[src/rtl/core/dfcc_pkg.sv]
// Package for the dual frame checker and classifier: frame and message codes,
// message kinds and the frame view handed from the collector to the classifier.
// No dependencies.
`timescale 1ns / 1ps

package dfcc_pkg;

  localparam logic [7:0] GW_START     = 8'h68;
  localparam logic [7:0] GW_STOP      = 8'h16;
  localparam logic [7:0] MOD_START    = 8'hA5;
  localparam logic [7:0] MOD_STOP     = 8'h5A;
  localparam logic [7:0] CMD_HEARTBT  = 8'h02;
  localparam logic [7:0] CMD_ID       = 8'hA2;
  localparam logic [7:0] SUB_HEARTBT  = 8'hF1;
  localparam logic [7:0] SUB_ID_ASSGN = 8'hF2;
  localparam logic [7:0] SUB_ID_CONF  = 8'hF4;
  localparam logic [7:0] MOD_ID_TAG   = 8'h84;

  localparam int unsigned HEAD_DEPTH = 8;

  typedef enum logic [2:0] {
    KIND_NONE,
    KIND_HEARTBEAT,
    KIND_GW_ID,
    KIND_ID_CONFIRM,
    KIND_MODULE_ID
  } msg_kind_t;

  // Frame contents as they stand once the current byte has been taken in.
  typedef struct packed {
    logic [HEAD_DEPTH-1:0][7:0] head;
    logic [7:0]                 sum;        // sum of all bytes but the last two
    logic [7:0]                 cs;         // the byte before the current one
    logic [7:0]                 rx_byte;    // the current byte
    logic                       overflow;
    logic                       gw_len_ok;
    logic                       mod_len_ok;
  } frame_view_t;

endpackage

[src/rtl/core/dfcc_collect.sv]
// Frame collector: byte count, first eight bytes, running sum and the two most
// recent bytes of the current frame. Depends on dfcc_pkg.
`timescale 1ns / 1ps

module dfcc_collect #(
  parameter int unsigned MAX_FRAME = 32
) (
  input  logic                 clk,
  input  logic                 rst,
  input  logic                 step,
  input  logic [7:0]           rx_byte,
  input  logic                 frame_end,
  output dfcc_pkg::frame_view_t view
);
  import dfcc_pkg::*;

  localparam int unsigned CW = $clog2(MAX_FRAME + 2);
  localparam logic [CW-1:0] MAX_CNT = CW'(MAX_FRAME);

  logic [CW-1:0]                 byte_count;
  logic [CW-1:0]                 byte_count_next;
  logic [HEAD_DEPTH-1:0][7:0]    head;
  logic [HEAD_DEPTH-1:0][7:0]    head_next;
  logic [7:0]                    sum;
  logic [7:0]                    sum_next;
  logic [7:0]                    prev_byte;
  logic [7:0]                    prev_prev_byte;
  logic                          overflow;
  logic                          overflow_next;

  always_comb begin
    for (int i = 0; i < HEAD_DEPTH; i++) begin
      head_next[i] = (byte_count == CW'(i)) ? rx_byte : head[i];
    end
    sum_next = (byte_count >= CW'(2)) ? sum + prev_prev_byte : sum;
    byte_count_next = (byte_count <= MAX_CNT) ? byte_count + CW'(1) : byte_count;
    overflow_next = overflow || (byte_count_next > MAX_CNT);
  end

  always_comb begin
    view.head       = head_next;
    view.sum        = sum_next;
    view.cs         = prev_byte;
    view.rx_byte    = rx_byte;
    view.overflow   = overflow_next;
    view.gw_len_ok  = (10'(head_next[2]) + 10'd5) == 10'(byte_count_next);
    view.mod_len_ok = (10'(head_next[1]) + 10'd4) == 10'(byte_count_next);
  end

  always_ff @(posedge clk) begin
    if (rst) begin
      byte_count     <= '0;
      head           <= '0;
      sum            <= '0;
      prev_byte      <= '0;
      prev_prev_byte <= '0;
      overflow       <= 1'b0;
    end else if (step) begin
      if (frame_end) begin
        byte_count     <= '0;
        head           <= '0;
        sum            <= '0;
        prev_byte      <= '0;
        prev_prev_byte <= '0;
        overflow       <= 1'b0;
      end else begin
        byte_count     <= byte_count_next;
        head           <= head_next;
        sum            <= sum_next;
        prev_byte      <= rx_byte;
        prev_prev_byte <= prev_byte;
        overflow       <= overflow_next;
      end
    end
  end

endmodule

[src/rtl/core/dfcc_classify.sv]
// Frame classifier: checks the gateway and module formats at frame end, keeps
// the held IDs and drives the result register. Depends on dfcc_pkg.
`timescale 1ns / 1ps

module dfcc_classify (
  input  logic                  clk,
  input  logic                  rst,
  input  logic                  load,
  input  dfcc_pkg::frame_view_t view,
  input  logic                  out_ready,
  output logic                  out_valid,
  output logic [2:0]            msg_kind,
  output logic [31:0]           gateway_id,
  output logic [15:0]           module_id,
  output logic                  too_long
);
  import dfcc_pkg::*;

  logic [31:0] held_gateway_id;
  logic [31:0] held_gateway_id_next;
  logic [15:0] held_module_id;
  logic [15:0] held_module_id_next;
  msg_kind_t   kind;
  logic        gw_ok;
  logic        mod_ok;
  logic [7:0]  mod_sum;

  always_comb begin
    mod_sum = view.sum - view.head[0] - view.head[1];
    gw_ok = !view.overflow && view.head[0] == GW_START && view.gw_len_ok &&
            view.rx_byte == GW_STOP && view.sum == view.cs;
    mod_ok = !view.overflow && view.head[0] == MOD_START && view.mod_len_ok &&
             view.rx_byte == MOD_STOP && mod_sum == view.cs;
    kind = KIND_NONE;
    held_gateway_id_next = held_gateway_id;
    held_module_id_next  = held_module_id;
    // A valid gateway frame of unknown type does not fall through to the module check.
    if (gw_ok) begin
      if (view.head[1] == CMD_HEARTBT && view.head[3] == SUB_HEARTBT) begin
        kind = KIND_HEARTBEAT;
      end else if (view.head[1] == CMD_ID && view.head[3] == SUB_ID_ASSGN) begin
        kind = KIND_GW_ID;
        held_gateway_id_next = {view.head[4], view.head[5], view.head[6], view.head[7]};
      end else if (view.head[1] == CMD_ID && view.head[3] == SUB_ID_CONF) begin
        kind = KIND_ID_CONFIRM;
      end
    end else if (mod_ok && view.head[2] == MOD_ID_TAG) begin
      kind = KIND_MODULE_ID;
      held_module_id_next = {view.head[4], view.head[3]};
    end
  end

  always_ff @(posedge clk) begin
    if (rst) begin
      held_gateway_id <= '0;
      held_module_id  <= '0;
      out_valid       <= 1'b0;
    end else if (load) begin
      held_gateway_id <= held_gateway_id_next;
      held_module_id  <= held_module_id_next;
      out_valid       <= 1'b1;
    end else if (out_ready) begin
      out_valid       <= 1'b0;
    end
  end

  always_ff @(posedge clk) begin
    if (load) begin
      msg_kind   <= kind;
      gateway_id <= held_gateway_id_next;
      module_id  <= held_module_id_next;
      too_long   <= view.overflow;
    end
  end

endmodule

[src/rtl/core/dual_frame_checker_classifier_top.sv]
// Top level of the dual frame checker and classifier: input register and
// stream handshakes around dfcc_collect and dfcc_classify. Depends on dfcc_pkg.
`timescale 1ns / 1ps

// Usage:
// Received bytes enter on the s_ channel, one byte per request, with s_tlast
// set on the last byte of a frame. Each frame end gives one result request on
// the m_ channel: message kind, held gateway ID, held module ID and the
// too-long flag. Bytes that are not a frame end give no result.
// Throughput is one byte per cycle unless a frame-end byte waits on a stalled
// receiver: each byte passes through the input register, and the collector
// and classifier then take it in; a frame-end byte loads the result register,
// which drives m_tvalid.
// When the receiver stalls, the result register holds its request; further
// non-final bytes are still taken, and a frame-end byte waits in the input
// register until the result register is free.
// Reset clears the frame state, the held IDs and both valid flags; the block
// accepts bytes in the first cycle after reset.
module dual_frame_checker_classifier_top #(
  parameter int unsigned MAX_FRAME = 32
) (
  input  logic        clk,
  input  logic        rst,
  input  logic        s_tvalid,
  output logic        s_tready,
  input  logic [7:0]  s_tdata,   // [7:0] rx_byte
  input  logic        s_tlast,   // frame_end
  output logic        m_tvalid,
  input  logic        m_tready,
  output logic [55:0] m_tdata,   // [2:0] msg_kind, [34:3] gateway_id, [50:35] module_id
  output logic        m_tuser    // too_long
);
  import dfcc_pkg::*;

  logic        in_valid;
  logic [7:0]  in_byte;
  logic        in_last;
  logic        step;
  logic        load;
  frame_view_t view;
  logic [2:0]  msg_kind;
  logic [31:0] gateway_id;
  logic [15:0] module_id;

  // A non-final byte never needs the result register, so it moves on at once.
  assign step     = in_valid && (!in_last || !m_tvalid || m_tready);
  assign load     = step && in_last;
  assign s_tready = !in_valid || step;

  always_ff @(posedge clk) begin
    if (rst) begin
      in_valid <= 1'b0;
    end else if (s_tvalid && s_tready) begin
      in_valid <= 1'b1;
    end else if (step) begin
      in_valid <= 1'b0;
    end
  end

  always_ff @(posedge clk) begin
    if (s_tvalid && s_tready) begin
      in_byte <= s_tdata;
      in_last <= s_tlast;
    end
  end

  dfcc_collect #(
    .MAX_FRAME (MAX_FRAME)
  ) u_collect (
    .clk       (clk),
    .rst       (rst),
    .step      (step),
    .rx_byte   (in_byte),
    .frame_end (in_last),
    .view      (view)
  );

  dfcc_classify u_classify (
    .clk        (clk),
    .rst        (rst),
    .load       (load),
    .view       (view),
    .out_ready  (m_tready),
    .out_valid  (m_tvalid),
    .msg_kind   (msg_kind),
    .gateway_id (gateway_id),
    .module_id  (module_id),
    .too_long   (m_tuser)
  );

  assign m_tdata = {5'b0, module_id, gateway_id, msg_kind};

endmodule

[config.mk]
export PLATFORM = sky130hd
export DESIGN_NAME = dual_frame_checker_classifier_top
export DESIGN_NICKNAME = d
export VERILOG_FILES = /design/src/rtl/core/dfcc_pkg.sv /design/src/rtl/core/dfcc_collect.sv /design/src/rtl/core/dfcc_classify.sv /design/src/rtl/core/dual_frame_checker_classifier_top.sv
export SDC_FILE = /design/constraint.sdc
export NUM_CORES = 1
export LEC_CHECK = 0
export ABC_AREA = 1
export BUFFER_PORTS_ARGS = -buffer_cell sky130_fd_sc_hd__buf_2
export CORE_MARGIN = 2
export CORE_UTILIZATION = 40
export DETAILED_ROUTE_END_ITERATION = 8
export SYNTH_ARGS = -nofsm -noshare
export SYNTH_HDL_FRONTEND = slang
export SYNTH_SLANG_ARGS = --single-unit
[constraint.sdc]
create_clock -name clk -period 4.8 [get_ports clk]
set_clock_uncertainty 0.1 [all_clocks]
set_input_delay 0.24 -clock clk [delete_from_list [all_inputs] [get_ports clk]]
set_output_delay 0.24 -clock clk [all_outputs]
set_load 0.03 [all_outputs]
==> results.txt, run 1 <==
Clk pwr share -> 43.1%
clk sinks -> 206
grt met1 use -> 30.9%
die area -> 30500 um^2
post-CTS setup buffers -> 0
gr busiest metal -> met2
Via-to-Cell Ratio -> 4.95
Seq/Total Area, Yosys -> 40.7%
vias in the first global route -> 9605
Num CTS Buffers -> 24
R2R Path Start -> u_collect.byte_count[1]$_SDFFE_PP0P_
CP bufs+invs -> 5
Maximum Capacitance Violations -> 0
final antenna-violating net count -> 0
Worst Hold Class -> in -> reg
Mean Syn Cell Area -> 7.01 um^2
switch share -> 26.3%
Final min period -> 4.47 ns
Layout Nets -> 1757
Seq. cell area -> 4730 um^2
fin cells -> 2116
synthesis-stage register bit count -> 206
Total Wirelength -> 32500 um
endpoint type of the worst setup path -> flip-flop
dpl hpwl -> 22800 um
largest net degree at the start of global routing -> 63
Comb pwr share -> 10.5%
H-tree levels -> 1
fmax -> 0.224 GHz
status -> finished, final reports clean
Ports -> 72
Synth Instances -> 1658
Final Hold Vio Count -> 0
DRC viols -> 0
leakage dissipation -> 0.00603 uW
Worst Hold Launch -> m_tready
Power Density -> 301 nW/um^2
Critical-path top delay cell -> fa_1
Worst EP required -> 5.10 ns
Max Slew Vio Count -> 0
async set-reset flop share out of synthesis -> 0%
ANT cells -> 0
RSZ-0062 raised after global routing -> no
GRT Residual Overflow -> 0
slowest stage delay, CP -> 0.52 ns
CTS tree -> built
share of cells above drive strength 1 -> 10.3%
Max-slew headroom -> 19.6%
area of the multi-input gates -> 5600 um^2
Worst-Margin Slew -> 1.20 ns
wire per inst -> 15.4 um
Detailed Routing Iterations Pass 1 -> 6
cell mode on critical path -> nand2_1
Startpoint Class -> flip-flop
ys flop type -> dfxtp_1
Final setup viols -> 0
first-pass GRT wire length -> 52600 um
Worst-path clk slew -> 0.06 ns
Vias -> 10500
Arrival @ worst endpoint -> 4.78 ns
GRT Total Usage -> 21.4%
kind of critical path -> reg -> reg
NetSw -> 1040 uW
routability cong. -> 0.939
Placed Cells incl. Taps -> 2061
number of synthesized flops with an enable pin -> 61
# port buffers -> 66
antenna violations before repair -> 0
post-synthesis cell area -> 11600 um^2
Area Overhead vs Synth -> 12.9%
setup tns final -> 0 ns
final period utilization -> 93.2%
YS warnings -> 0
Worst-Skew Late Latency -> 0.53 ns
Seq pwr share -> 46.4%
Crit Path Max Fanout -> 17
Die Y -> 175 um
Max Root-Sink Buffers -> 3
DRT iter0 DRCs -> 920
Starting Density -> 40.5%
Die W -> 175 um
Cell Rows -> 62
fillers -> 2924
internal power -> 2910 uW
total power draw -> 3950 uW
GR Util met2 -> 35.1%
GR Util met3 -> 2.27%
Crit path max-delay family -> simple AND/OR/NAND/NOR gates
Critical path origin -> u_collect.byte_count[1]$_SDFFE_PP0P_
core area -> 28700 um^2
Synth cell types -> 47
root buffer selected by CTS -> clkbuf_16
Peak VDD IR -> 0.245 mV
==> worst reg2reg max path, delay by kind of cell, from the launching register on <==
family	cells	cell delay (ns)
AO/OA/AOI/OAI	1	0.15
adder cells (fa/ha/maj)	3	1.09
buffers and inverters	5	0.57
flip-flops	1	0.39
AND/OR/NAND/NOR	18	2.04
==> routing by layer <==
metal / up-vias / wire length (um)
met5: - / 0
met4: 0 / 616
met3: 50 / 1580
met2: 257 / 14600
met1: 4795 / 15700
li1: 5377 / -
==> cell families (layout without fill, tap and decap cells) <==
logic type / count (synthesis) / in the layout / share of synthesized area (%)
compound gates: 173 / 173 / 8.44
xor+xnor: 11 / 11 / 0.828
fa+ha+maj: 30 / 30 / 3.74
buf+inv: 329 / 399 / 11.4
flops: 206 / 206 / 40.7
other cells: 1 / 5 / 0.0322
simple gates: 908 / 908 / 34.8
==> power by group through the flow <==
stage                     registers (uW)  clock network, uW  logic [uW]
after detailed placement            1870                  0         403
final                               1830               1700         413
after floorplan                     1880                  0         268
after global routing                1830               1820         461
after global placement              1870                  0         405
after CTS                           1830               1740         412
==> stage by stage <==
step / hold slack [ns] / setup slack (ns) / utilization (%) / instance area, um^2
4_1_cts: 0.0600 / 0.324 / 45.7 / 13100
5_1_grt: 0.128 / 0.00598 / 45.8 / 13100
3_3_place_gp: 0.317 / 0.415 / 42.8 / 12300
3_5_place_dp: 0.318 / 0.363 / 42.8 / 12300
2_1_floorplan: 0.239 / 0.777 / - / 11600
6_report: 0.0655 / 0.328 / 45.8 / 13100
==> cell type report <==
cell class	count	area share, %
Multi-Input combinational cell	1127	42.7
Sequential cell	206	36.0
Clock inverter	11	0.676
Timing Repair Buffer	102	4.91
Clock buffer	33	4.83
Inverter	253	7.23
Tap cell	384	3.66
==> cells in the mapped netlist (6+ instances only) <==
cell type / number / area [um^2]
nand2_1: 529 / 1990
inv_1: 243 / 912
dfxtp_1: 145 / 2900
nand3_1: 137 / 686
nor2_1: 95 / 357
a21oi_1: 70 / 350
edfxtp_1: 61 / 1830
nand4_1: 50 / 313
clkbuf_1: 49 / 184
o21ai_0: 45 / 225
and2_1: 34 / 213
o22ai_1: 33 / 206
ha_1: 22 / 275
nor3_1: 11 / 55.1
buf_2: 10 / 50.1
nand2_2: 10 / 62.6
o21ai_1: 9 / 45.0
or2_2: 9 / 56.3
buf_4: 8 / 60.1
fa_1: 8 / 160
buf_6: 7 / 78.8
inv_2: 7 / 26.3
nand3b_1: 7 / 52.6
xor2_1: 7 / 61.3
o21ai_2: 6 / 52.6
==> final timing paths <==
path                                                  to  slack (ns)  cells past startpoint
max                    u_classify.module_id[3]$_DFFE_PP_        0.33                     27
max reg2reg            u_classify.module_id[3]$_DFFE_PP_        0.33                     27
min reg2reg  u_classify.held_gateway_id[19]$_SDFFE_PP0P_        0.35                      2
min                    u_classify.out_valid$_SDFFE_PP0P_        0.07                      4
==> state kept, by name, summed over array words and instances, names as in the netlist, 3 cells and up <==
register and flops:
u_collect.head 64, u_classify.gateway_id 32, u_classify.held_gateway_id 32, u_classify.held_module_id 16, u_classify.module_id 16, in_byte 8
u_collect.prev_byte 8, u_collect.prev_prev_byte 8, u_collect.sum 8, u_collect.byte_count 6, u_classify.msg_kind 3
==> placed cells by master (no fill, tap or decap), types with 10 or more instances in the layout <==
| master | n |
|---|---|
| nand2_2 | 10 |
| nand2_1 | 529 |
| dlygate4sd3_1 | 11 |
| buf_2 | 66 |
| nand4_1 | 50 |
| nor3_1 | 11 |
| o22ai_1 | 33 |
| buf_4 | 23 |
| clkbuf_16 | 24 |
| edfxtp_1 | 61 |
| and2_1 | 34 |
| nand3_1 | 137 |
| dfxtp_1 | 145 |
| ha_1 | 22 |
| o21ai_0 | 45 |
| inv_1 | 242 |
| nor2_1 | 93 |
| a21oi_1 | 68 |
==> timing repair <==
item,4_1_cts,5_1_grt
hold buffers,11,0
resized for setup,0,2
endpoints found under the setup margin,0,5
hold endpoints to repair,10,0
(Power assumes the default switching activity.)
==> run 2: changes to the inputs <==
--- a/config.mk
+++ b/config.mk
@@ -5,11 +5,13 @@
 export SDC_FILE = /design/constraint.sdc
 export NUM_CORES = 1
 export LEC_CHECK = 0
-export ABC_AREA = 1
 export BUFFER_PORTS_ARGS = -buffer_cell sky130_fd_sc_hd__buf_2
+export CELL_PAD_IN_SITES_DETAIL_PLACEMENT = 1
+export CELL_PAD_IN_SITES_GLOBAL_PLACEMENT = 2
 export CORE_MARGIN = 2
-export CORE_UTILIZATION = 40
+export CORE_UTILIZATION = 39
 export DETAILED_ROUTE_END_ITERATION = 8
+export PLACE_DENSITY_LB_ADDON = 0.1
 export SYNTH_ARGS = -nofsm -noshare
 export SYNTH_HDL_FRONTEND = slang
 export SYNTH_SLANG_ARGS = --single-unit
==> run 2 against run 1 <==
Core utilization is 1.3 points higher. Sequential share of layout area shrank 0.14 points. Setup slack lost 0.10 ns. Routed wire length increased by 15%. Critical path depth decreased by 9. Fmax is 2.2% lower. Global-route usage grew 3.0 points. Largest power group is now clock.
==> results.txt, run 2 <==
fin cells -> 1666
Arrival @ worst endpoint -> 4.77 ns
Worst Hold Class -> in -> reg
ANT cells -> 0
endpoint type of the worst setup path -> flip-flop
vias in the first global route -> 9514
status -> finished, final reports clean
Synth Instances -> 1182
leading cell type in the layout, fill and taps excluded -> nor2_1
Crit Path Max Fanout -> 9
Worst EP required -> 5.00 ns
Layout Nets -> 1312
most numerous cell in the Yosys netlist -> nor2_1
Worst Hold Launch -> rst
Power Density -> 309 nW/um^2
R2R Setup Slk -> 0.23 ns
NetSw -> 1050 uW
Ports -> 72
fmax -> 0.219 GHz
async set-reset flop share out of synthesis -> 0%
routability cong. -> 0.917
Final Hold Vio Count -> 0
setup tns final -> 0 ns
r2r worst-path depth -> 18
share of cells above drive strength 1 -> 19.2%
CTS tree -> built
clk sinks -> 206
kind of critical path -> reg -> reg
Final min period -> 4.57 ns
Synth top area share -> 26.0%
Seq. cell area -> 4730 um^2
dpl hpwl -> 25400 um
# port buffers -> 66
R2R Path Start -> u_collect.prev_prev_byte[0]$_SDFFE_PP0P_
hold depth -> 2
synthesis-stage register bit count -> 206
biggest regs -> u_collect.head x64, u_classify.gateway_id x32, u_classify.held_gateway_id x32
DRC viols -> 0
Max Slew Vio Count -> 0
Seq/Total Area, Yosys -> 42.4%
Post-synth top cells -> nor2_1 (152), dfxtp_1 (145), nand2_1 (79)
DRT iter0 DRCs -> 663
core area -> 28000 um^2
GRT Total Usage -> 24.5%
Vias -> 9615
number of synthesized flops with an enable pin -> 61
Hold Path End -> u_collect.head[42]$_SDFFE_PP0P_
leakage dissipation -> 0.00527 uW
antenna violations before repair -> 0
top cell type by total area after synthesis -> dfxtp_1
fillers -> 3209
Detailed Routing Iterations Pass 1 -> 5
Area Overhead vs Synth -> 18.0%
final antenna-violating net count -> 0
worst slack, placed -> 0.0240 ns
first-pass GRT wire length -> 58300 um
Mean Syn Cell Area -> 9.45 um^2
Startpoint Class -> flip-flop
Cell Rows -> 61
Die Y -> 173 um
H-tree levels -> 1
Largest register FFs -> 64
Synth cell types -> 79
area of the multi-input gates -> 5900 um^2
switch share -> 25.7%
Total Wirelength -> 37200 um
Worst-path clk slew -> 0.06 ns
Layout Utilization -> 47.1%
top post-synthesis cells by area -> dfxtp_1 (26%), edfxtp_1 (16%), nor2_1 (5.1%), a22oi_1 (4.4%), a41oi_1 (3.9%)
Worst-Skew Late Latency -> 0.55 ns
Starting Density -> 39.9%
Die W -> 173 um
Num CTS Buffers -> 25
root buffer selected by CTS -> clkbuf_16
most frequent cells in the layout -> nor2_1 (150), dfxtp_1 (145), nand2_1 (77), a22oi_1 (66), buf_4 (66)
Seq pwr share -> 44.7%
Maximum Capacitance Violations -> 0
Final setup viols -> 0
fin worst setup slack -> 0.228 ns
Clk pwr share -> 45.4%
Placed Cells incl. Taps -> 1606
Max-slew headroom -> 30.7%
internal power -> 3020 uW
Comb pwr share -> 9.9%
final period utilization -> 95.3%
ys flop type -> dfxtp_1
Via-to-Cell Ratio -> 5.77
post-synthesis cell area -> 11200 um^2
Max Root-Sink Buffers -> 3
Worst-Margin Slew -> 1.03 ns
Peak VDD IR -> 0.216 mV
GRT Residual Overflow -> 0
die area -> 30000 um^2
Biggest register -> u_collect.head
YS warnings -> 0
wire per inst -> 22.3 um
largest net degree at the start of global routing -> 86
RR Endpoint -> u_classify.module_id[12]$_DFFE_PP_
==> run 2: changes by cell type after synthesis, sizes merged, moves of 21 or more <==
cell    change
o22ai      -31
nor2       +50
clkbuf     +21
and2       -29
a22oi      +66
nand2     -462
mux2       +76
o21a       +48
nand4      -44
a21oi      -22
xnor2      +32
a41oi      +50
inv       -210
nand3     -126
==> run 2: power groups by stage <==
stage | Clock, uW | Sequential (uW) | Combinational, uW
2_1_floorplan | 0 | 1850 | 249
3_3_place_gp | 0 | 1860 | 380
3_5_place_dp | 0 | 1860 | 386
4_1_cts | 1900 | 1820 | 395
5_1_grt | 1960 | 1820 | 436
6_report | 1850 | 1820 | 401
==> run 2: metrics by stage <==
step	cell area, um^2	total power, uW	hold slack [ns]
after global routing	13200	4220	0.254
final	13200	4070	0.231
after detailed placement	12200	2240	0.319
after floorplan	11200	2100	0.239
after CTS	13100	4110	0.218
after global placement	12200	2240	0.316
==> run 2: final cells by class <==
cell class,instances,share of cell area [%]
multi-input combinational,839,44.8
clock inverter,5,0.465
inverter,45,1.29
sequential,206,35.9
clock buffer,41,5.50
timing repair buffer,152,8.47
tap,378,3.59
==> run 2: routing by layer <==
metal | vias up | GRT usage, % | wire, um
met5 | - | 0 | 0
met2 | 228 | 39.0 | 17000
met3 | 44 | 3.75 | 1970
met1 | 4856 | 35.4 | 17600
li1 | 4487 | - | -
met4 | 0 | 4.56 | 556
==> run 2: worst max-delay path by stage <==
stage	startpoint	to	cells past startpoint
after floorplan	u_collect.byte_count[5]$_SDFFE_PP0P_	u_classify.module_id[0]$_DFFE_PP_	20
after global placement	u_collect.byte_count[5]$_SDFFE_PP0P_	u_classify.module_id[11]$_DFFE_PP_	15
after detailed placement	u_collect.byte_count[5]$_SDFFE_PP0P_	u_classify.module_id[12]$_DFFE_PP_	15
after CTS	u_collect.byte_count[5]$_SDFFE_PP0P_	u_classify.module_id[12]$_DFFE_PP_	15
after global routing	u_collect.byte_count[5]$_SDFFE_PP0P_	u_classify.module_id[14]$_DFFE_PP_	17
final	u_collect.prev_prev_byte[0]$_SDFFE_PP0P_	u_classify.module_id[12]$_DFFE_PP_	18
==> run 2: worst max-delay path, cell delays in order, from the launching register on <==
cell and delay (ns):
dfxtp_1 0.33, ha_1 0.19, inv_1 0.06, fa_1 0.39, xor2_1 0.19, a21o_1 0.17
and2_1 0.18, fa_1 0.48, inv_1 0.08, ha_4 0.29, xor2_1 0.17, xnor2_1 0.15
o2111a_1 0.20, nand4b_1 0.11, a2111oi_2 0.21, and4b_2 0.30, and3_4 0.23, buf_12 0.14
mux2_2 0.34
==> run 2: repair_timing <==
item | in CTS | in global routing
endpoints found under the hold margin | 12 | 0
setup endpoints to repair | 1 | 52
cloned | 0 | 1
pin swaps | 0 | 2
setup buffers | 0 | 1
gates resized for setup | 1 | 13
hold buffers | 12 | 0
==> run 2: cells by family after synthesis <==
group,after synthesis,share of synthesized area [%]
simple gates,344,14.5
compound gates,328,20.9
flops,206,42.4
buf+inv,141,5.70
mux,85,8.77
xor+xnor,47,3.81
fa+ha+maj,30,3.90
other cells,1,0.0336
